--- config.mk ---
export PLATFORM = sky130hd
export DESIGN_NAME = sorted_list_merger
export DESIGN_NICKNAME = d
export VERILOG_FILES = /design/src/rtl/slm_pkg.sv /design/src/rtl/slm_ctrl.sv /design/src/rtl/slm_datapath.sv /design/src/rtl/sorted_list_merger.sv
export SDC_FILE = /design/constraint.sdc
export NUM_CORES = 2
export LEC_CHECK = 0
export ABC_CLOCK_PERIOD_IN_PS = 7300
export BUFFER_PORTS_ARGS = -buffer_cell sky130_fd_sc_hd__buf_2
export CAP_MARGIN = 5
export CORE_ASPECT_RATIO = 0.5
export CORE_UTILIZATION = 64
export CTS_BUF_LIST = sky130_fd_sc_hd__clkbuf_8
export DETAILED_ROUTE_END_ITERATION = 6
export PLACE_DENSITY = 0.78
export SETUP_SLACK_MARGIN = 0.5
export SYNTH_ARGS = -nofsm -noshare
export SYNTH_HDL_FRONTEND = slang
export SYNTH_HIERARCHICAL = 1
export SYNTH_SLANG_ARGS = --single-unit
--- constraint.sdc ---
create_clock -name clk -period 7.3 [get_ports clk]
set_input_delay 0.73 -clock clk [delete_from_list [all_inputs] [get_ports clk]]
set_output_delay 0.73 -clock clk [all_outputs]
set_load 0.05 [all_outputs]
--- src/rtl/slm_pkg.sv ---
// Shared constants and controller/datapath interface types for the sorted list merger.
package slm_pkg;

    localparam int DEPTH  = 32;
    localparam int WORD_W = 32;
    localparam int CW     = $clog2(DEPTH + 1);
    localparam int AW     = (DEPTH > 1) ? $clog2(DEPTH) : 1;

    localparam logic [1:0] ACT_LOAD_FIRST  = 2'd0;
    localparam logic [1:0] ACT_LOAD_SECOND = 2'd1;
    localparam logic [1:0] ACT_MERGE       = 2'd2;

    typedef struct packed {
        logic load_first;
        logic load_second;
        logic step;
        logic emit_empty;
    } slm_cmd_t;

    typedef struct packed {
        logic both_empty;
        logic slot_free;
        logic last_take;
    } slm_stat_t;

endpackage

--- src/rtl/slm_ctrl.sv ---
// Controller state machine that sequences loads and merges of the sorted list merger.
module slm_ctrl (
    input  logic             clk,
    input  logic             rst_n,
    input  logic             s_tvalid,
    input  logic [1:0]       action,
    output logic             s_tready,
    input  slm_pkg::slm_stat_t stat,
    output slm_pkg::slm_cmd_t  cmd
);
    import slm_pkg::*;

    typedef enum logic [1:0] {
        ST_IDLE,
        ST_MERGE,
        ST_EMPTY
    } state_t;

    state_t state_reg;
    state_t state_next;

    always_comb
    begin
        state_next      = state_reg;
        cmd             = '0;
        s_tready        = 1'b0;
        case (state_reg)
            ST_IDLE:
            begin
                s_tready = 1'b1;
                if (s_tvalid)
                begin
                    case (action)
                        ACT_LOAD_FIRST:  cmd.load_first  = 1'b1;
                        ACT_LOAD_SECOND: cmd.load_second = 1'b1;
                        ACT_MERGE:       state_next = stat.both_empty ? ST_EMPTY : ST_MERGE;
                        default:         state_next = ST_IDLE;
                    endcase
                end
            end
            ST_MERGE:
            begin
                if (stat.slot_free)
                begin
                    cmd.step = 1'b1;
                    if (stat.last_take)
                    begin
                        state_next = ST_IDLE;
                    end
                end
            end
            ST_EMPTY:
            begin
                if (stat.slot_free)
                begin
                    cmd.emit_empty = 1'b1;
                    state_next     = ST_IDLE;
                end
            end
            default:
            begin
                state_next = ST_IDLE;
            end
        endcase
    end

    always_ff @(posedge clk or negedge rst_n)
    begin
        if (!rst_n)
        begin
            state_reg <= ST_IDLE;
        end
        else
        begin
            state_reg <= state_next;
        end
    end

endmodule

--- src/rtl/slm_datapath.sv ---
// Datapath of the sorted list merger: list memories, counts, head pointers and output register.
module slm_datapath (
    input  logic                       clk,
    input  logic                       rst_n,
    input  slm_pkg::slm_cmd_t          cmd,
    output slm_pkg::slm_stat_t         stat,
    input  logic [slm_pkg::WORD_W-1:0] word,
    input  logic                       m_tready,
    output logic                       m_tvalid,
    output logic [slm_pkg::WORD_W-1:0] m_tdata,
    output logic                       m_tlast,
    output logic [2:0]                 m_tuser
);
    import slm_pkg::*;

    logic [WORD_W-1:0] mem_a [0:DEPTH-1];
    logic [WORD_W-1:0] mem_b [0:DEPTH-1];

    logic [WORD_W-1:0] rd_a_reg;
    logic [WORD_W-1:0] rd_b_reg;

    logic [CW-1:0] cnt_a_reg, cnt_a_next;
    logic [CW-1:0] cnt_b_reg, cnt_b_next;
    logic [CW-1:0] i_reg, i_next;
    logic [CW-1:0] j_reg, j_next;
    logic          ovf_reg, ovf_next;

    logic          take_first;
    logic [CW-1:0] i_after;
    logic [CW-1:0] j_after;
    logic          last_take;
    logic          full_a;
    logic          full_b;

    logic              out_valid_reg, out_valid_next;
    logic [WORD_W-1:0] out_word_reg;
    logic              out_src_reg;
    logic              out_last_reg;
    logic              out_empty_reg;
    logic              out_drop_reg;

    assign full_a = (cnt_a_reg == CW'(DEPTH));
    assign full_b = (cnt_b_reg == CW'(DEPTH));

    // The first head wins only when it is strictly smaller, so equal heads favor the second list.
    assign take_first = (i_reg < cnt_a_reg) &&
                        ((j_reg >= cnt_b_reg) || ($signed(rd_a_reg) < $signed(rd_b_reg)));
    assign i_after    = i_reg + CW'(take_first);
    assign j_after    = j_reg + CW'(!take_first);
    assign last_take  = (i_after == cnt_a_reg) && (j_after == cnt_b_reg);

    assign stat.both_empty = (cnt_a_reg == '0) && (cnt_b_reg == '0);
    assign stat.slot_free  = !out_valid_reg || m_tready;
    assign stat.last_take  = last_take;

    always_comb
    begin
        cnt_a_next = cnt_a_reg;
        cnt_b_next = cnt_b_reg;
        i_next     = i_reg;
        j_next     = j_reg;
        ovf_next   = ovf_reg;
        if (cmd.load_first)
        begin
            if (full_a)
            begin
                ovf_next = 1'b1;
            end
            else
            begin
                cnt_a_next = cnt_a_reg + CW'(1);
            end
        end
        if (cmd.load_second)
        begin
            if (full_b)
            begin
                ovf_next = 1'b1;
            end
            else
            begin
                cnt_b_next = cnt_b_reg + CW'(1);
            end
        end
        if (cmd.step)
        begin
            if (last_take)
            begin
                cnt_a_next = '0;
                cnt_b_next = '0;
                i_next     = '0;
                j_next     = '0;
            end
            else
            begin
                i_next = i_after;
                j_next = j_after;
            end
        end
    end

    always_comb
    begin
        out_valid_next = out_valid_reg;
        if (cmd.step || cmd.emit_empty)
        begin
            out_valid_next = 1'b1;
        end
        else if (m_tready)
        begin
            out_valid_next = 1'b0;
        end
    end

    always_ff @(posedge clk or negedge rst_n)
    begin
        if (!rst_n)
        begin
            cnt_a_reg     <= '0;
            cnt_b_reg     <= '0;
            i_reg         <= '0;
            j_reg         <= '0;
            ovf_reg       <= 1'b0;
            out_valid_reg <= 1'b0;
        end
        else
        begin
            cnt_a_reg     <= cnt_a_next;
            cnt_b_reg     <= cnt_b_next;
            i_reg         <= i_next;
            j_reg         <= j_next;
            ovf_reg       <= ovf_next;
            out_valid_reg <= out_valid_next;
        end
    end

    // List memories: one write port and one registered read port each, read at the next head.
    always_ff @(posedge clk)
    begin
        if (cmd.load_first && !full_a)
        begin
            mem_a[cnt_a_reg[AW-1:0]] <= word;
        end
        if (cmd.load_second && !full_b)
        begin
            mem_b[cnt_b_reg[AW-1:0]] <= word;
        end
        rd_a_reg <= mem_a[i_next[AW-1:0]];
        rd_b_reg <= mem_b[j_next[AW-1:0]];
    end

    always_ff @(posedge clk)
    begin
        if (cmd.step)
        begin
            out_word_reg  <= take_first ? rd_a_reg : rd_b_reg;
            out_src_reg   <= !take_first;
            out_last_reg  <= last_take;
            out_empty_reg <= 1'b0;
            out_drop_reg  <= ovf_reg;
        end
        else if (cmd.emit_empty)
        begin
            out_word_reg  <= '0;
            out_src_reg   <= 1'b0;
            out_last_reg  <= 1'b1;
            out_empty_reg <= 1'b1;
            out_drop_reg  <= ovf_reg;
        end
    end

    assign m_tvalid = out_valid_reg;
    assign m_tdata  = out_word_reg;
    assign m_tlast  = out_last_reg;
    assign m_tuser  = {out_drop_reg, out_empty_reg, out_src_reg};

endmodule

--- src/rtl/sorted_list_merger.sv ---
// Top level of the sorted list merger: two-list load and ascending merge unit.
//
//  Channel | Direction | tdata                  | tuser                                  | tlast
//  s_*     | in        | [31:0] word (signed)   | [1:0] action                           | -
//  m_*     | out       | [31:0] merged_word     | [0] from_second [1] empty_merge        | last_word
//          |           |                        | [2] dropped_loads                      |
//
// A load beat (action 0 or 1) appends its word to the chosen list; a word for a list that
// already holds 32 entries is dropped and sets a sticky dropped flag. Action 3 is accepted and
// ignored. Once a merge beat is accepted, one result is emitted per cycle while the output is
// not stalled, na + nb results in total, or a single empty result when both lists are empty;
// the pace is set by the single read port of each list memory, whose registered head is refreshed
// at the pointer of the list just consumed. While a merge is emitting, the input side is not ready.
// Backpressure on the output holds the result register and pauses the merge without loss.
// The asynchronous active-low reset empties both lists and clears the dropped flag; list
// contents are not cleared, since only entries below the counts are ever read.
module sorted_list_merger (
    input  logic        clk,
    input  logic        rst_n,
    input  logic        s_tvalid,
    output logic        s_tready,
    input  logic [31:0] s_tdata,   // [31:0] word
    input  logic [1:0]  s_tuser,   // [1:0] action
    output logic        m_tvalid,
    input  logic        m_tready,
    output logic [31:0] m_tdata,   // [31:0] merged_word
    output logic        m_tlast,
    output logic [2:0]  m_tuser    // [0] from_second, [1] empty_merge, [2] dropped_loads
);
    import slm_pkg::*;

    slm_cmd_t  cmd;
    slm_stat_t stat;

    // The controller decodes the action and paces the merge; all list storage sits in the datapath.
    slm_ctrl u_ctrl (
        .clk      (clk),
        .rst_n    (rst_n),
        .s_tvalid (s_tvalid),
        .action   (s_tuser),
        .s_tready (s_tready),
        .stat     (stat),
        .cmd      (cmd)
    );

    slm_datapath u_dp (
        .clk      (clk),
        .rst_n    (rst_n),
        .cmd      (cmd),
        .stat     (stat),
        .word     (s_tdata),
        .m_tready (m_tready),
        .m_tvalid (m_tvalid),
        .m_tdata  (m_tdata),
        .m_tlast  (m_tlast),
        .m_tuser  (m_tuser)
    );

endmodule

[After elaboration in Yosys (flattened, before gate mapping)]
Memories as Yosys holds them, arrays and structs flattened. A register that Yosys moved wholly into a read port is not among the register bits.
Cells that the tools add are included.
W data, S select, Z words.
Storage, ports and cells
  register bits: 64
  memory bits (writable): 2048
  bits in latches: 0
  input bits: 38
  memories: 2
  logic and storage cells: 102
  ROM bits: 0
Memory list
  u_dp.mem_a: depth 32, bits a word 32, read ports 1, clocked after memory_dff 1, write ports 1, RTL line slm_datapath.sv:16  | logic [WORD_W-1:0] mem_a [0:DEPTH-1];
  u_dp.mem_b: depth 32, bits a word 32, read ports 1, clocked after memory_dff 1, write ports 1, RTL line slm_datapath.sv:17  | logic [WORD_W-1:0] mem_b [0:DEPTH-1];
Operators by class
  bitwise operators: 0
  muxes and demuxes: 46
  $lt $le $gt $ge: 3
  equality and inequality tests: 13
  divide/modulo/power cells: 0
  $mul: 0
  reduce and logical (&&, ||, !) cells: 20
  shift operators: 0
  $add $sub $neg: 4
Operator list (number)
  $mux W32: 3
  $mux W6: 10
  $lt A32 B32 Y1: 1
  $mux W1: 22
  $mux W2: 7
  $add A6 B1 Y6: 2
  $add A6 B1 Y6 const B: 2
  $eq A6 B6 Y1: 2
  $eq A6 B6 Y1 const B: 2
  $logic_not A6 Y1: 2
  $mux W5: 2
  $ne A2 B2 Y1 const B: 4
  $ge A6 B6 Y1: 1
  $lt A6 B6 Y1: 1
  $pmux W2 S3: 1
  $logic_and A1 B1 Y1: 5
  $reduce_and A5 Y1: 1
  $eq A2 B1 Y1 const B: 2
  $eq A2 B2 Y1 const B: 2
  $logic_not A1 Y1: 4
  $logic_not A2 Y1: 2
  $pmux W2 S2: 1
  $reduce_bool A2 Y1: 2
  $logic_or A1 B1 Y1: 3
  other kinds (2): 2

[Depth between registers and ports, before layout]
  depth in word-level cells: 10
  depth in mapped cells: 32
  gate-level depth less buffers: 26

[By module]
Netlist, hierarchy kept.
Modules (own cells, without submodules)
  slm_datapath: area an instance 85340.6 µm², cells each 6213, times used 1
  slm_ctrl: area an instance 152.6 µm², cells each 16, times used 1

[Worst setup path after synthesis]
OpenSTA, ideal clock, no wires.
  path kind: register to register
  from: register u_dp.rd_b_reg[9] (read register of u_dp.mem_b)
  to: register u_dp.rd_b_reg[30] (read register of u_dp.mem_b)
  arrival: 6.014 ns
  required time: 7.179 ns
  setup slack: 1.165 ns
  stages on the path, launching flop included: 32
  cell sequence: dfxtp_1 > inv_1 > ha_1 > a21o_1 > a21o_1 > a21o_1 > a21o_1 > a21o_1 > a21o_1 > a221o_1 > a21oi_1 > o211a_1 > clkbuf_1 > buf_1 > inv_1 > ha_1 > ha_1 > xor2_1 > nor4_1 > o211ai_1 > or4_1 > buf_2 > clkinv_4 > nor2_2 > a21oi_4 > buf_2 > buf_2 > clkbuf_1 > clkbuf_1 > nand3_1 > a21oi_1 > nor4_1
Between the ends
  word-level cells in the longest chain between the ends: 9
  elaborated cells between the ends (all ways): 11
  those cells by class: 2 x add/sub; 1 x order compare; 2 x eq/ne; 2 x mux; 4 x reduce/logical
Ends and longest elaborated chain
  from (decl): RTL line slm_datapath.sv:20  | logic [WORD_W-1:0] rd_b_reg;
  $lt A32 B32 Y1 *: RTL line slm_datapath.sv:47  | ((j_reg >= cnt_b_reg) || ($signed(rd_a_reg) < $signed(rd_b_reg)));
  $logic_or A1 B1 Y1 *: RTL line slm_datapath.sv:47
  $logic_and A1 B1 Y1 *: RTL line slm_datapath.sv:46  | assign take_first = (i_reg < cnt_a_reg) &&
  $logic_not A1 Y1: RTL line slm_datapath.sv:49  | assign j_after = j_reg + CW'(!take_first);
  $add A6 B1 Y6: RTL line slm_datapath.sv:49
  $eq A6 B6 Y1: RTL line slm_datapath.sv:50  | assign last_take = (i_after == cnt_a_reg) && (j_after == cnt_b_reg);
  $logic_and A1 B1 Y1: RTL line slm_datapath.sv:50
  $mux W6 *: RTL line slm_datapath.sv:87  | if (last_take)
  $mux W5 *: RTL line slm_datapath.sv:85  | if (cmd.step)
Mark *: on every way between the ends. The rest lies on a longest branch, timed or not.
A chain may end at the register's enable or synchronous reset.

==> summary.md <==
| Metric | Value |
|---|---|
| Worst R2R Setup Slack | ~0.57 ns |
| FMAX | approximately 0.15 GHz |
| Sum Neg Setup Slack | 0 ns |
| Number of distinct library cells after synthesis | 67 |
| Layout Nets | ~6,600 |
| WL final | 233,000 um |
| Clock Sinks | 2,176 |
| Mapped cell area | between 80,000 and 90,000 um^2 |
| Fin crit share | 92.3% |
| Drt initial violations | between 9,000 and 10,000 |
| Top_reg_cell synth | edfxtp_1 |
| Vias post-DR | 55,300 |
| Worst hold start | s_tvalid |
| Layout cell share with drive strength beyond 1 | 12.8% |
| Unrepaired setup endpoints after global routing | yes |
| Status | finished, violations left |
| Top post-synthesis cells by area | edfxtp_1, nand2_1, nand3_1 |
| Placer Congestion | ~0.9 |
| Min Tclk post-route | 6.73 ns |
| Routed vias/inst | between 6 and 7 |
| Yosys top cell area share | about three quarters |
| Root Buffer | clkbuf_8 |
| Post-synth EDFFs | 2,083 |
| Asr flop ratio synth | about 1.3% |
| Worst Reg2Reg Path Length in Cells | 24 |
| Synth Warn # | 6 |
| Clk buf depth | 4 |
| Max_cap viols | 0 |
| Routed Antenna Nets | 0 |
| HP Class | in -> reg |
| WHS Path Cells | 3 |
| Clock Latency Late Sink | just over 1 ns |
| Yosys reg bits | ~2,200 |
| Die Y | around 260 um |
| Antenna violations before repair | 10 |
| CTS tree | done |
| Grt ovf | 0 |
| R2r endpoint | u_dp/rd_b_reg[9] |
| Final Hold Fails | 0 |
| WHS Endpoint | u_ctrl/state_reg[0] |
| Clock skew | ~0.050 ns |
| Initial Util | 64.8% |
| Hold Worst Slack | approximately 0.13 ns |
| WP data arrival | around 7.6 ns |
| P per Cell Area | roughly 420 nW/um^2 |
| Synth area leader | edfxtp_1 |
| Fin. max-slew vios | 0 |
| Area delta synth->final | 11.2% |
| Total CTS buffers | slightly above 300 |
| Syn Inst Count | around 6,200 |
| LEAKAGE | 0.0335 uW |
| DR WL/cell | 27.4 um |
| Final setup fails | 0 |
| CP required | between 8 and 9 ns |
| Row cnt | 94 |
| DP HPWL | approximately 130,000 um |
| Drt pass-1 iters | 7 |
| Pin count of the biggest net entering global routing | 121 |
| H-tree depth | 5 |
| Max_slew headroom | ~7.3% |
| Drt drc | 8 |
| Vias in the first global route | between 50,000 and 60,000 |
| Synth Net Count | around 6,300 |
| Worst ir drop on vdd | 0.380 mV |
| CP endpoint kind | flip-flop |
| Die Wd | about 520 um |
| Port Buf Inserts | 75 |
| Crit Path Category | reg -> reg |
| Die area | approximately 140,000 um^2 |
| Overall global routing resource usage | between 30% and 40% |
| Startpoint Class | flip-flop |
| CP max FO | 38 |
| Failing checks | design-rule violations |
| Syn_area_per_cell | ~14 um^2 |
| Post-synthesis sequential area ratio | about 76% |
| Io pins | 76 |
| Critical R2R Launch | u_dp/rd_a_reg[10] |
| Clk slew on worst S/H paths | roughly 0.060 ns |
| First-pass GRT wire length | 335,000 um |
| Worst Max-Slew Pin Slew | between 1 and 1.5 ns |
| Core area | approximately 130,000 um^2 |
placed cells by master (no fill, tap or decap), types with 12 or more instances in the layout:
cell type,netlist,final
nor2_1,167,131
clkinv_1,3,47
a21o_1,12,12
nor3_2,0,33
nand4_1,42,42
and3_1,37,37
a311o_1,31,31
clkbuf_8,0,326
dfrtp_1,28,28
nor4_1,36,30
xnor2_1,17,17
nand2_1,1784,1782
mux2i_1,98,98
clkinv_2,0,17
a32oi_1,95,95
buf_12,0,40
o21ai_0,19,18
nor2_4,0,36
buf_4,22,202
nand3_1,595,595
dfxtp_1,65,63
a21oi_1,274,274
a31oi_1,37,37
edfxtp_1,2083,2083
ha_1,54,54
a311oi_1,31,31
o2bb2ai_1,34,34
mux4_2,64,64
buf_2,117,75
inv_1,53,181
o22ai_1,36,36
or4_1,34,31
worst max-delay path by stage:
stage / start / to / cells after the start
floorplan: u_dp/rd_b_reg[9] / u_dp/rd_b_reg[30] / 31
global placement: u_dp/rd_a_reg[8] / u_dp/rd_b_reg[9] / 26
detailed placement: u_dp/rd_a_reg[8] / u_dp/rd_b_reg[9] / 26
CTS: u_dp/rd_a_reg[9] / u_dp/rd_b_reg[9] / 26
global route: u_dp/rd_a_reg[10] / u_dp/rd_b_reg[9] / 24
finish: u_dp/rd_a_reg[10] / u_dp/rd_b_reg[9] / 24
metrics by stage:
step                      instances  total power (uW)  instance area [um^2]  setup WS [ns]  utilization, %
after floorplan                6229             24900                 85500           1.16               -
after global placement         7928             30100                 89100         -0.430            67.5
after detailed placement       7928             30600                 89100         -0.328            67.5
after CTS                      8463             39400                 94700          0.497            71.7
after global routing           8486             41700                 95000          0.459            72.0
final                          8488             40100                 95000          0.565            72.0
Yosys cell counts, drive strengths merged (2+ instances only):
library cell / n
clkbuf: 202
ha: 54
a311o: 31
edfxtp: 2083
a21boi: 2
dfxtp: 65
inv: 57
a211oi: 3
nor3: 44
nor2b: 5
o22ai: 37
o32ai: 2
dfrtp: 28
nor2: 168
o2bb2ai: 35
clkinv: 4
a21oi: 275
a31oi: 37
buf: 179
nand2: 1784
mux2i: 98
o21a: 3
nand4: 42
or2: 3
o31a: 2
nand3: 596
o211ai: 2
xnor2: 17
xor2: 7
or4: 34
o21ai: 20
and2: 4
nand2b: 10
nor4: 36
a21o: 12
or3: 3
o41ai: 2
a311oi: 31
mux4: 64
a32oi: 95
and3: 37
o31ai: 2
metal layers:
metal / part of all wire [%] / vias up / track usage [%]
li1: - / 23500 / -
met1: 35 / 27000 / 47.2
met2: 45 / 4167 / 50.9
met3: 15 / 623 / 8.26
met4: 4.9 / 6 / 17.5
met5: 0.057 / - / 0
final cells by class:
| class | count | area [um^2] |
|---|---|---|
| Clock buffer | 326 | 4490 |
| Sequential cell | 2176 | 64600 |
| Clock inverter | 203 | 926 |
| Timing Repair Buffer | 331 | 2950 |
| Fill cell | 8074 | 36900 |
| Antenna cell | 3 | 7.51 |
| Timing Repair inverter | 1 | 11.3 |
| Tap cell | 1776 | 2220 |
| Inverter | 61 | 278 |
| Multi-Input combinational cell | 3611 | 19600 |
where the power goes:
group	switching, uW	internal [uW]
Sequential	578	14200
Clock	4470	4250
Combinational	11100	5570
what timing repair did:
item,in CTS,in global routing
endpoints found under the setup margin,9,54
pin swaps,1,4
gates cloned,2,3
setup buffers,0,19
gates resized for setup,14,23
hold endpoints to repair,30,0
hold buffers,4,0
worst max-delay path, stage by stage, from the launching register on:
cell and delay, ns:
dfxtp_1 0.58, ha_1 0.33, a21o_1 0.16, a21o_1 0.18, a21o_1 0.18, a21o_1 0.17
a21o_1 0.17, a221o_1 0.30, a21oi_1 0.23, o211a_2 0.25, inv_1 0.06, ha_1 0.20
ha_1 0.32, xor2_1 0.16, nor4_1 0.27, o211ai_1 0.14, or4_4 0.53, clkinv_4 0.18
a2bb2oi_4 0.30, inv_8 0.16, nand2_2 0.21, buf_4 0.27, a21oi_1 0.08, or4_4 0.60
nor4_4 0.52
kinds of logic after synthesis:
family,Yosys count,share of synthesized area (%)
AOI/OAI and AO/OA,599,4.69
DFF,2176,75.5
adders and majority gates,54,0.790
and+or+nand+nor,2772,13.7
buffers and inverters,442,2.22
xor gates and xnor gates,24,0.246
muxes,162,2.83
No activity file was read; power rests on OpenSTA's default activity.
